===== config.mk =====
export PLATFORM = sky130hd
export DESIGN_NAME = rgb_to_hsv_converter
export DESIGN_NICKNAME = d
export VERILOG_FILES = /design/src/hdl/rhc_pkg.sv /design/src/hdl/rgb_to_hsv_converter.sv /design/src/hdl/rhc_front.sv /design/src/hdl/rhc_div_stage.sv
export SDC_FILE = /design/constraint.sdc
export NUM_CORES = 1
export LEC_CHECK = 0
export BUFFER_PORTS_ARGS = -buffer_cell sky130_fd_sc_hd__buf_2
export CAP_MARGIN = 20
export CORE_ASPECT_RATIO = 1.4
export CORE_UTILIZATION = 45
export DETAILED_ROUTE_END_ITERATION = 7
export PLACE_DENSITY = 0.65
export SKIP_CTS_REPAIR_TIMING = 1
export SLEW_MARGIN = 20
export SYNTH_ARGS = -nofsm -noshare
export SYNTH_HDL_FRONTEND = slang
export SYNTH_SLANG_ARGS = --single-unit

===== constraint.sdc =====
create_clock -name clock -period 15.3 [get_ports clock]
set_input_delay 4.59 -clock clock [delete_from_list [all_inputs] [get_ports clock]]
set_output_delay 4.59 -clock clock [all_outputs]
set_load 0.005 [all_outputs]

===== src/hdl/rhc_pkg.sv =====
package rhc_pkg;

   // One pixel in, one HSV triple out
   typedef struct packed {
      logic [7:0] red;
      logic [7:0] green;
      logic [7:0] blue;
   } pixel_type;

   typedef struct packed {
      logic [7:0] hue;
      logic [7:0] saturation;
      logic [7:0] brightness;
   } hsv_type;

   // Widths of the two long divisions
   localparam int HUE_NUM_W = 11;                // numerator and 6d, both below 2048
   localparam int HUE_REM_W = HUE_NUM_W + 8;     // num*254 and the aligned divisor
   localparam int SAT_REM_W = 16;                // d*254 and the aligned max
   localparam int QUO_W     = 8;

   // Word carried through the divider stages
   typedef struct packed {
      logic                 grey;
      logic [7:0]           brightness;
      logic [HUE_REM_W-1:0] hue_rem;
      logic [HUE_REM_W-1:0] hue_dsh;
      logic [QUO_W-1:0]     hue_q;
      logic [SAT_REM_W-1:0] sat_rem;
      logic [SAT_REM_W-1:0] sat_dsh;
      logic [QUO_W-1:0]     sat_q;
   } div_word_type;

   // Number of divider stages, two quotient bits each
   localparam int DIV_STAGES = 4;

endpackage


===== src/hdl/rgb_to_hsv_converter.sv =====
// RGB to HSV pixel converter.
// Request channel: req_valid/req_stall with one pixel word (red, green, blue) per
// transfer. Response channel: rsp_valid/rsp_stall with one word (hue, saturation,
// brightness), each scaled to 0..254. Every request word gives exactly one
// response word, in order.
// Pipeline: six register stages.
// Throughput: one pixel per cycle when the response side does not stall. Two
// pipeline stages find max, min, chroma and the hue numerator and scale them;
// four divider stages then retire two quotient bits each for hue and saturation
// side by side. The last divider stage is the output register.
// Stall: the whole pipeline holds while a response word waits under rsp_stall,
// and req_stall is raised for that cycle; nothing is dropped or repeated.
// Reset: synchronous, clears every stage valid bit; req_stall is high during reset.
module rgb_to_hsv_converter (
   input  logic               clock,
   input  logic               reset,
   input  logic               req_valid,
   output logic               req_stall,
   input  rhc_pkg::pixel_type req_word,
   output logic               rsp_valid,
   input  logic               rsp_stall,
   output rhc_pkg::hsv_type   rsp_word
);
   import rhc_pkg::*;

   logic         advance;
   logic         front_valid;
   div_word_type front_word;
   logic         stage_valid [DIV_STAGES+1];
   div_word_type stage_word  [DIV_STAGES+1];
   logic [DIV_STAGES:0] valid_vec;
   div_word_type last_word;

   // Pipeline moves when the output register is empty or being taken
   assign advance   = !rsp_valid || !rsp_stall;
   assign req_stall = reset || !advance;

   rhc_front u_front (
      .clock     (clock),
      .reset     (reset),
      .enable    (advance),
      .valid_in  (req_valid && !req_stall),
      .word_in   (req_word),
      .valid_out (front_valid),
      .word_out  (front_word)
   );

   assign stage_valid[0] = front_valid;
   assign stage_word[0]  = front_word;

   // Divider chain
   for (genvar s = 0; s < DIV_STAGES; s++) begin : g_div
      rhc_div_stage u_div (
         .clock     (clock),
         .reset     (reset),
         .enable    (advance),
         .valid_in  (stage_valid[s]),
         .word_in   (stage_word[s]),
         .valid_out (stage_valid[s+1]),
         .word_out  (stage_word[s+1])
      );
   end

   always_comb begin
      for (int s = 0; s <= DIV_STAGES; s++) begin
         valid_vec[s] = stage_valid[s];
      end
   end

   // Grey pixels (zero chroma, black included) have zero hue and saturation
   assign last_word           = stage_word[DIV_STAGES];
   assign rsp_valid           = stage_valid[DIV_STAGES];
   assign rsp_word.hue        = last_word.grey ? 8'd0 : last_word.hue_q;
   assign rsp_word.saturation = last_word.grey ? 8'd0 : last_word.sat_q;
   assign rsp_word.brightness = last_word.brightness;

   // Results never leave the 0..254 range
   a_range : assert property (@(posedge clock) disable iff (reset)
      rsp_valid |-> (rsp_word.hue <= 8'd254) && (rsp_word.saturation <= 8'd254)
                    && (rsp_word.brightness <= 8'd254))
      else $error("result out of range");

   // A held pipeline keeps every stage valid bit
   a_hold : assert property (@(posedge clock) disable iff (reset)
      !advance |=> $stable(valid_vec))
      else $error("stage valid changed while held");

   // An accepted word reaches the output when no stall holds the pipeline on its way
   a_latency : assert property (@(posedge clock) disable iff (reset)
      ($past(req_valid && !req_stall, 6) && $past(!req_stall, 5) && $past(!req_stall, 4)
       && $past(!req_stall, 3) && $past(!req_stall, 2) && $past(!req_stall, 1))
      |-> rsp_valid)
      else $error("response word missing after pipeline latency");

endmodule


===== src/hdl/rhc_front.sv =====
module rhc_front (
   input  logic                  clock,
   input  logic                  reset,
   input  logic                  enable,
   input  logic                  valid_in,
   input  rhc_pkg::pixel_type    word_in,
   output logic                  valid_out,
   output rhc_pkg::div_word_type word_out
);
   import rhc_pkg::*;

   logic [7:0]           mx;
   logic [7:0]           mn;
   logic [7:0]           d;
   logic [HUE_NUM_W-1:0] hnum;
   logic [HUE_NUM_W-1:0] d_x;
   logic [HUE_NUM_W-1:0] r_x;
   logic [HUE_NUM_W-1:0] g_x;
   logic [HUE_NUM_W-1:0] b_x;

   logic                 s1_valid_ff;
   logic [7:0]           s1_mx_ff;
   logic [7:0]           s1_d_ff;
   logic [HUE_NUM_W-1:0] s1_hnum_ff;

   logic                 s2_valid_ff;
   div_word_type         s2_word_ff;
   div_word_type         s2_word_in;
   logic [HUE_NUM_W-1:0] six_d;

   // Stage 1: max, min, chroma and hue numerator
   always_comb begin
      mx = word_in.red;
      if (word_in.green > mx) mx = word_in.green;
      if (word_in.blue > mx) mx = word_in.blue;
      mn = word_in.red;
      if (word_in.green < mn) mn = word_in.green;
      if (word_in.blue < mn) mn = word_in.blue;
      d   = mx - mn;
      d_x = {3'b000, d};
      r_x = {3'b000, word_in.red};
      g_x = {3'b000, word_in.green};
      b_x = {3'b000, word_in.blue};
      // red wins ties over green, green over blue
      if (word_in.red == mx) begin
         if (word_in.green >= word_in.blue) begin
            hnum = g_x - b_x;
         end else begin
            hnum = (d_x << 2) + (d_x << 1) - (b_x - g_x);
         end
      end else if (word_in.green == mx) begin
         hnum = b_x + (d_x << 1) - r_x;
      end else begin
         hnum = r_x + (d_x << 2) - g_x;
      end
   end

   always_ff @(posedge clock) begin
      if (reset) begin
         s1_valid_ff <= 1'b0;
      end else if (enable) begin
         s1_valid_ff <= valid_in;
      end
   end

   always_ff @(posedge clock) begin
      if (enable) begin
         s1_mx_ff   <= mx;
         s1_d_ff    <= d;
         s1_hnum_ff <= hnum;
      end
   end

   // Stage 2: scale numerators by 254 and align divisors to quotient bit 7
   always_comb begin
      six_d = ({3'b000, s1_d_ff} << 2) + ({3'b000, s1_d_ff} << 1);
      s2_word_in.grey       = (s1_d_ff == 8'd0);
      // mx*254/255 floors to mx-1 for every nonzero mx
      s2_word_in.brightness = (s1_mx_ff == 8'd0) ? 8'd0 : s1_mx_ff - 8'd1;
      s2_word_in.hue_rem    = {s1_hnum_ff, 8'h00} - {7'b0000000, s1_hnum_ff, 1'b0};
      s2_word_in.hue_dsh    = {1'b0, six_d, 7'b0000000};
      s2_word_in.hue_q      = '0;
      s2_word_in.sat_rem    = {s1_d_ff, 8'h00} - {7'b0000000, s1_d_ff, 1'b0};
      s2_word_in.sat_dsh    = {1'b0, s1_mx_ff, 7'b0000000};
      s2_word_in.sat_q      = '0;
   end

   always_ff @(posedge clock) begin
      if (reset) begin
         s2_valid_ff <= 1'b0;
      end else if (enable) begin
         s2_valid_ff <= s1_valid_ff;
      end
   end

   always_ff @(posedge clock) begin
      if (enable) begin
         s2_word_ff <= s2_word_in;
      end
   end

   assign valid_out = s2_valid_ff;
   assign word_out  = s2_word_ff;

endmodule


===== src/hdl/rhc_div_stage.sv =====
module rhc_div_stage (
   input  logic                  clock,
   input  logic                  reset,
   input  logic                  enable,
   input  logic                  valid_in,
   input  rhc_pkg::div_word_type word_in,
   output logic                  valid_out,
   output rhc_pkg::div_word_type word_out
);
   import rhc_pkg::*;

   logic         valid_ff;
   div_word_type word_ff;
   div_word_type word_in_next;
   logic         hue_bit;
   logic         sat_bit;

   // Two restoring steps for both divisions; divisors stay aligned, remainders shift up
   always_comb begin
      word_in_next = word_in;
      for (int i = 0; i < 2; i++) begin
         hue_bit = (word_in_next.hue_rem >= word_in_next.hue_dsh);
         if (hue_bit) begin
            word_in_next.hue_rem = word_in_next.hue_rem - word_in_next.hue_dsh;
         end
         word_in_next.hue_rem = word_in_next.hue_rem << 1;
         word_in_next.hue_q   = {word_in_next.hue_q[QUO_W-2:0], hue_bit};

         sat_bit = (word_in_next.sat_rem >= word_in_next.sat_dsh);
         if (sat_bit) begin
            word_in_next.sat_rem = word_in_next.sat_rem - word_in_next.sat_dsh;
         end
         word_in_next.sat_rem = word_in_next.sat_rem << 1;
         word_in_next.sat_q   = {word_in_next.sat_q[QUO_W-2:0], sat_bit};
      end
   end

   always_ff @(posedge clock) begin
      if (reset) begin
         valid_ff <= 1'b0;
      end else if (enable) begin
         valid_ff <= valid_in;
      end
   end

   always_ff @(posedge clock) begin
      if (enable) begin
         word_ff <= word_in_next;
      end
   end

   assign valid_out = valid_ff;
   assign word_out  = word_ff;

endmodule


-- After elaboration in Yosys (flattened, before gate mapping)
Index checks and enable logic that the tools add are counted.
- logic and storage cells: 131
- register bits after elaboration: 328
- output and inout port bits: 26
- input port bits: 28
- equal/unequal tests: 2
- $add $sub $neg: 27
- reductions and logical operators: 9
- muxes and demuxes: 23
- order comparisons: 21
- operator list (kind ; count):
    19-bit by 18-bit greater-or-equal comparator with 1-bit output ; 8
    16-bit by 15-bit greater-or-equal comparator with 1-bit output ; 8
    18-bit two-way mux ; 7
    18-bit subtractor ; 7
    15-bit two-way mux ; 7
    15-bit subtractor ; 7
    8-bit two-way mux ; 6
    11-bit two-way mux ; 3
    10-bit by 9-bit adder with 11-bit output ; 2
    11-bit by 8-bit subtractor with 11-bit output ; 2
    19-bit by 12-bit subtractor with 19-bit output ; 1
    8-bit by 8-bit subtractor with 9-bit output ; 2
    8-bit == test ; 2
    8-bit > comparator ; 2
    8-bit logical NOT ; 2
    8-bit less-than comparator ; 2
    16-bit by 9-bit subtractor with 16-bit output ; 1
    8-bit by 10-bit adder with 11-bit output ; 1
    11-bit subtractor ; 1
    8-bit by 9-bit adder with 10-bit output ; 1
    8-bit greater-or-equal comparator ; 1
    8-bit by 1-bit subtractor with 8-bit output, second input constant ; 1
    8-bit subtractor ; 1
    1-bit logical NOT ; 4
    other kinds (2) ; 3

-- Depth between registers and ports, before layout
- word-level depth: 9
- mapped depth: 39

-- Hierarchy
Synthesis repeated with hierarchy kept, for this count alone.
- cell total of the unflattened synthesis: 3562
- area total of the unflattened synthesis: 36593.8 um2
- modules (own cells, without submodules) (module ; cells each ; instances ; area an instance (um2) ; seq. area each (um2)):
    rhc_front ; 881 ; 1 ; 8453.1 ; 2592.5
    rhc_div_stage at g_div[0].u_div ; 714 ; 1 ; 7214.4 ; 2812.7
    rhc_div_stage at g_div[2].u_div ; 660 ; 1 ; 7139.3 ; 2812.7
    rhc_div_stage at g_div[3].u_div ; 627 ; 1 ; 6836.6 ; 2812.7
    rhc_div_stage at g_div[1].u_div ; 659 ; 1 ; 6787.8 ; 2812.7
    rgb_to_hsv_converter ; 21 ; 1 ; 162.7 ; 0.0

-- Worst setup path after synthesis
No wires, ideal clock.
- path kind: in2out
- start point: input port rsp_stall
- end point: output port req_stall
- path slack: -0.273 ns
- required time: 10.710 ns
- buffers on the path: 0
- stages: 2
- data arrival time: 10.983 ns
- cells stage by stage: nand2_1 -> nand2b_1
- longest elaborated chain between the ends: 4
- ends and longest elaborated chain (what ; line ; RTL):
    start, declared ; rgb_to_hsv_converter.sv:21 ; input logic rsp_stall,
    1-bit logical NOT ; rgb_to_hsv_converter.sv:35 ; assign advance = !rsp_valid || !rsp_stall;
    1-bit logical OR ; rgb_to_hsv_converter.sv:35 ;
    1-bit logical NOT ; rgb_to_hsv_converter.sv:36 ; assign req_stall = reset || !advance;
    1-bit logical OR ; rgb_to_hsv_converter.sv:36 ;
    end, declared ; rgb_to_hsv_converter.sv:18 ; output logic req_stall,
Every way passes these cells.

-- Worst setup path after layout
- start point: input port req_word[9] (netlist name)
- end point: register u_front.s1_hnum_ff[10] (data pin)
- longest elaborated chain between the ends: 9
- ends and longest elaborated chain (what ; line ; RTL):
    start, declared ; rgb_to_hsv_converter.sv:19 ; input rhc_pkg::pixel_type req_word,
    8-bit > comparator or 8-bit less-than comparator (tied branches) ; rhc_front.sv:34, rhc_front.sv:37 ;
    8-bit two-way mux, on equally long branches ; rhc_front.sv:34, rhc_front.sv:37 ;
    8-bit > comparator or 8-bit less-than comparator (tied branches) ; rhc_front.sv:35, rhc_front.sv:38 ;
    8-bit two-way mux, on equally long branches ; rhc_front.sv:35, rhc_front.sv:38 ;
    8-bit subtractor (*) ; rhc_front.sv:39 ; d = mx - mn;
    net u_front.d[4] ; rhc_front.sv:14 ; logic [7:0] d;
    8-bit by 10-bit adder with 11-bit output, or another cell as far along ; rhc_front.sv:54 ; hnum = r_x + (d_x << 2) - g_x;
    11-bit by 8-bit subtractor with 11-bit output, or another cell as far along ; rhc_front.sv:54 ;
    11-bit two-way mux, on equally long branches ; rhc_front.sv:51, rhc_front.sv:46 ;
    11-bit two-way mux (*) ; rhc_front.sv:45 ; if (word_in.red == mx) begin
    net u_front.hnum[10] ; rhc_front.sv:15 ; logic [HUE_NUM_W-1:0] hnum;
    end signal, assigned ; rhc_front.sv:70 ; s1_hnum_ff <= hnum;
    end, declared ; rhc_front.sv:24 ; logic [HUE_NUM_W-1:0] s1_hnum_ff;
The timed path passes the listed nets; every way through them passes the cells marked *.
A chain may end at the register's enable or synchronous reset.

==> flow_summary.ini <==
[global_routing]
grt_antenna_before_repair = 0
grt_overflow_total = 0
grt_usage_pct = 19.23
grt_pass1_vias = 14740
grt_max_degree = 136
grt_pass1_wl_mm = 72.38

[synth]
synthTopCellsByCount = edfxtp_1 (285), ha_1 (256), inv_1 (239)
ys_seq_elements = 291
synth_edf_count = 285
syn-num-nets = 2328
ys.flop_type = edfxtp_1
synth.distinct_cells = 78
yosys.area.top_type = edfxtp_1
syn_avg_cell_area_um2 = 10.46
yosysSeqAreaShare_pct = 41.31
synth.most_common_cell = edfxtp_1
yosysWarningCount = 0
synth_cells = 2008
synth_area_um2 = 21010
async_flop_share_pct = 0
synth_top_area_share_pct = 40.74
ys_top_cells_by_area = edfxtp_1 (41%), ha_1 (15%), xnor2_1 (5.4%), inv_1 (4.3%), fa_1 (3.4%)

[critical_path]
cp_slowest_stage_delay_ns = 0.62
path_class = in -> reg
cp_max_fo = 13
rr_worst_depth = 30
cp_slowest_cell = xnor2_1
r2r_slack_ns = 8.17
reg2reg_from = g_div[1].u_div.word_out[30]
cp_data_arrival_time_ns = 12.64
crit_required_ns = 15.58
timing.rr.end = g_div[2].u_div.word_out[79]
worstSetupEndpointType = flip-flop
critPathLaunchType = input port

[timing]
tightest_slew_ns = 1.088
slew_violations = 0
hold_violations = 0
finalSetupViolCount = 0
rsz0062_at_grt = false
fin_crit_ns = 12.36
fin_skew_ns = 0.007732
layout_worst_path_cycle_share_pct = 80.77
timing.fmax_mhz = 80.92
slew_headroom_pct = 27.14
fin_tns_setup_ns = 0

[clock_network]
cts_tree = done
root_buffer = clkbuf_16
cts_inserted_buffers = 26
h-tree-depth = 1
clock_latency_ns = 0.54
clockBufferDepth = 3
cts_sinks = 291
path_clk_slew_ns = 0.07

[run_status]
outcome = finished clean

[routing]
drc = 0
initialDrtViolationCount = 700
post_drt_wl_per_cell_um = 16.84
drtAntennaViolNets = 0
finalWirelength_mm = 45.44
via_per_inst = 5.358
drtPass1Iterations = 5
vias = 14460

[finish]
n_antenna_cell = 0
drive_gt1_share_pct = 8.602
fin_util_pct = 49.49
nets = 2383
area_delta_synth_final_pct = 8.546

[min_path]
hold-path-cell-count = 0
whs_endpoint = g_div[3].u_div.word_out[87]
hp-start = g_div[2].u_div.word_out[87]
hp-class = reg -> reg

[floorplanning]
core_um2 = 46080
io_pins = 54
die_x_um = 184.6
die_height_um = 257.7
rows = 93
start_util_pct = 45.59
die_area_um2 = 47570

[placement]
place.gp.congestion = 0.9417
io_buffers = 53
dp_hpwl_mm = 36.67

[job]
cap_violations = 0
## cell usage in the layout, fill, tap and decap left out, types with 11 or more instances in the layout
cell type,n
edfxtp_1,285
ha_1,256
inv_1,239
a21oi_1,140
nand2_1,131
xnor2_1,129
o21ai_0,122
nor2_1,112
a21o_1,60
nor2b_1,56
buf_2,53
mux2_2,48
fa_1,36
xor2_1,35
nand2b_1,33
nand4_1,32
o21bai_1,27
clkbuf_16,27
mux2i_1,22
nand3_1,21
and2_1,17
nor3_1,14
o31ai_1,14
a211oi_1,13
buf_4,12
a21boi_0,11
nor4_1,11
## how the worst max path moves through the flow
stage                           start                     end  slack [ns]  depth (start not counted)
after global routing      req_word[9]  u_front.s1_hnum_ff[10]        2.28                         35
after global placement    req_word[9]  u_front.s1_hnum_ff[10]        2.50                         35
after floorplan             rsp_stall               req_stall        2.47                          2
after detailed placement  req_word[9]  u_front.s1_hnum_ff[10]        2.42                         35
final                     req_word[9]  u_front.s1_hnum_ff[10]        2.94                         35
after CTS                 req_word[9]  u_front.s1_hnum_ff[10]        3.00                         35
## critical path: cells and delay by family
kind                     cells  cell delay [ns]
adder cells (fa/ha/maj)      7             2.64
buffers and inverters        3             0.37
AND/OR/NAND/NOR              6             1.15
XOR/XNOR                     2             0.70
AO/OA/AOI/OAI               17             3.16
## per-layer routing
| layer | up-vias | track usage (%) | part of all wire [%] |
|---|---|---|---|
| met1 | 6817 | 18.30 | 36 |
| met2 | 283 | 39.37 | 56 |
| met3 | 113 | 1.636 | 2.7 |
| li1 | 7242 | - | - |
| met5 | - | 0 | 0 |
| met4 | 0 | 10.42 | 5.5 |
## final cells by class
type / instances / area, um^2
timing repair buffer: 65 / 355.3
tap: 617 / 772.0
clock buffer: 30 / 686.9
clock inverter: 16 / 131.4
sequential: 291 / 8678
inverter: 240 / 900.9
multi-input combinational: 1439 / 11280
fill: 4166 / 23270
## logic make-up after synthesis
| group | count (synthesis) | share of synthesized area, % |
|---|---|---|
| AOI/OAI and AO/OA | 455 | 13.47 |
| and+or+nand+nor | 455 | 10.71 |
| adders and majority gates | 293 | 18.72 |
| DFF | 291 | 41.31 |
| buffers and inverters | 278 | 5.181 |
| xor gates and xnor gates | 165 | 6.914 |
| muxes | 71 | 3.686 |
## registers in the layout, indices dropped and copies added, names as in the netlist
signal	cells
u_front.s1_hnum_ff	11
g_div.u_div.valid_out	4
u_front.s1_valid_ff	1
g_div.u_div.word_out	200
u_front.s1_d_ff	8
u_front.valid_out	1
u_front.s1_mx_ff	8
u_front.word_out	58
## stage by stage
step                      hold slack, ns  cell area [um^2]  cells  worst slack [ns]
after detailed placement          0.4045             21980   2652             2.425
after CTS                         0.4142             22800   2698             3.000
after global placement            0.4002             21980   2652             2.504
final                             0.4146             22800   2698             2.942
after floorplan                   0.4003             21010   2008             2.473
after global routing              0.4196             22800   2698             2.279
Power is not shown: default switching activity piles up to over one toggle a cycle in this logic, so the estimate is an artifact.
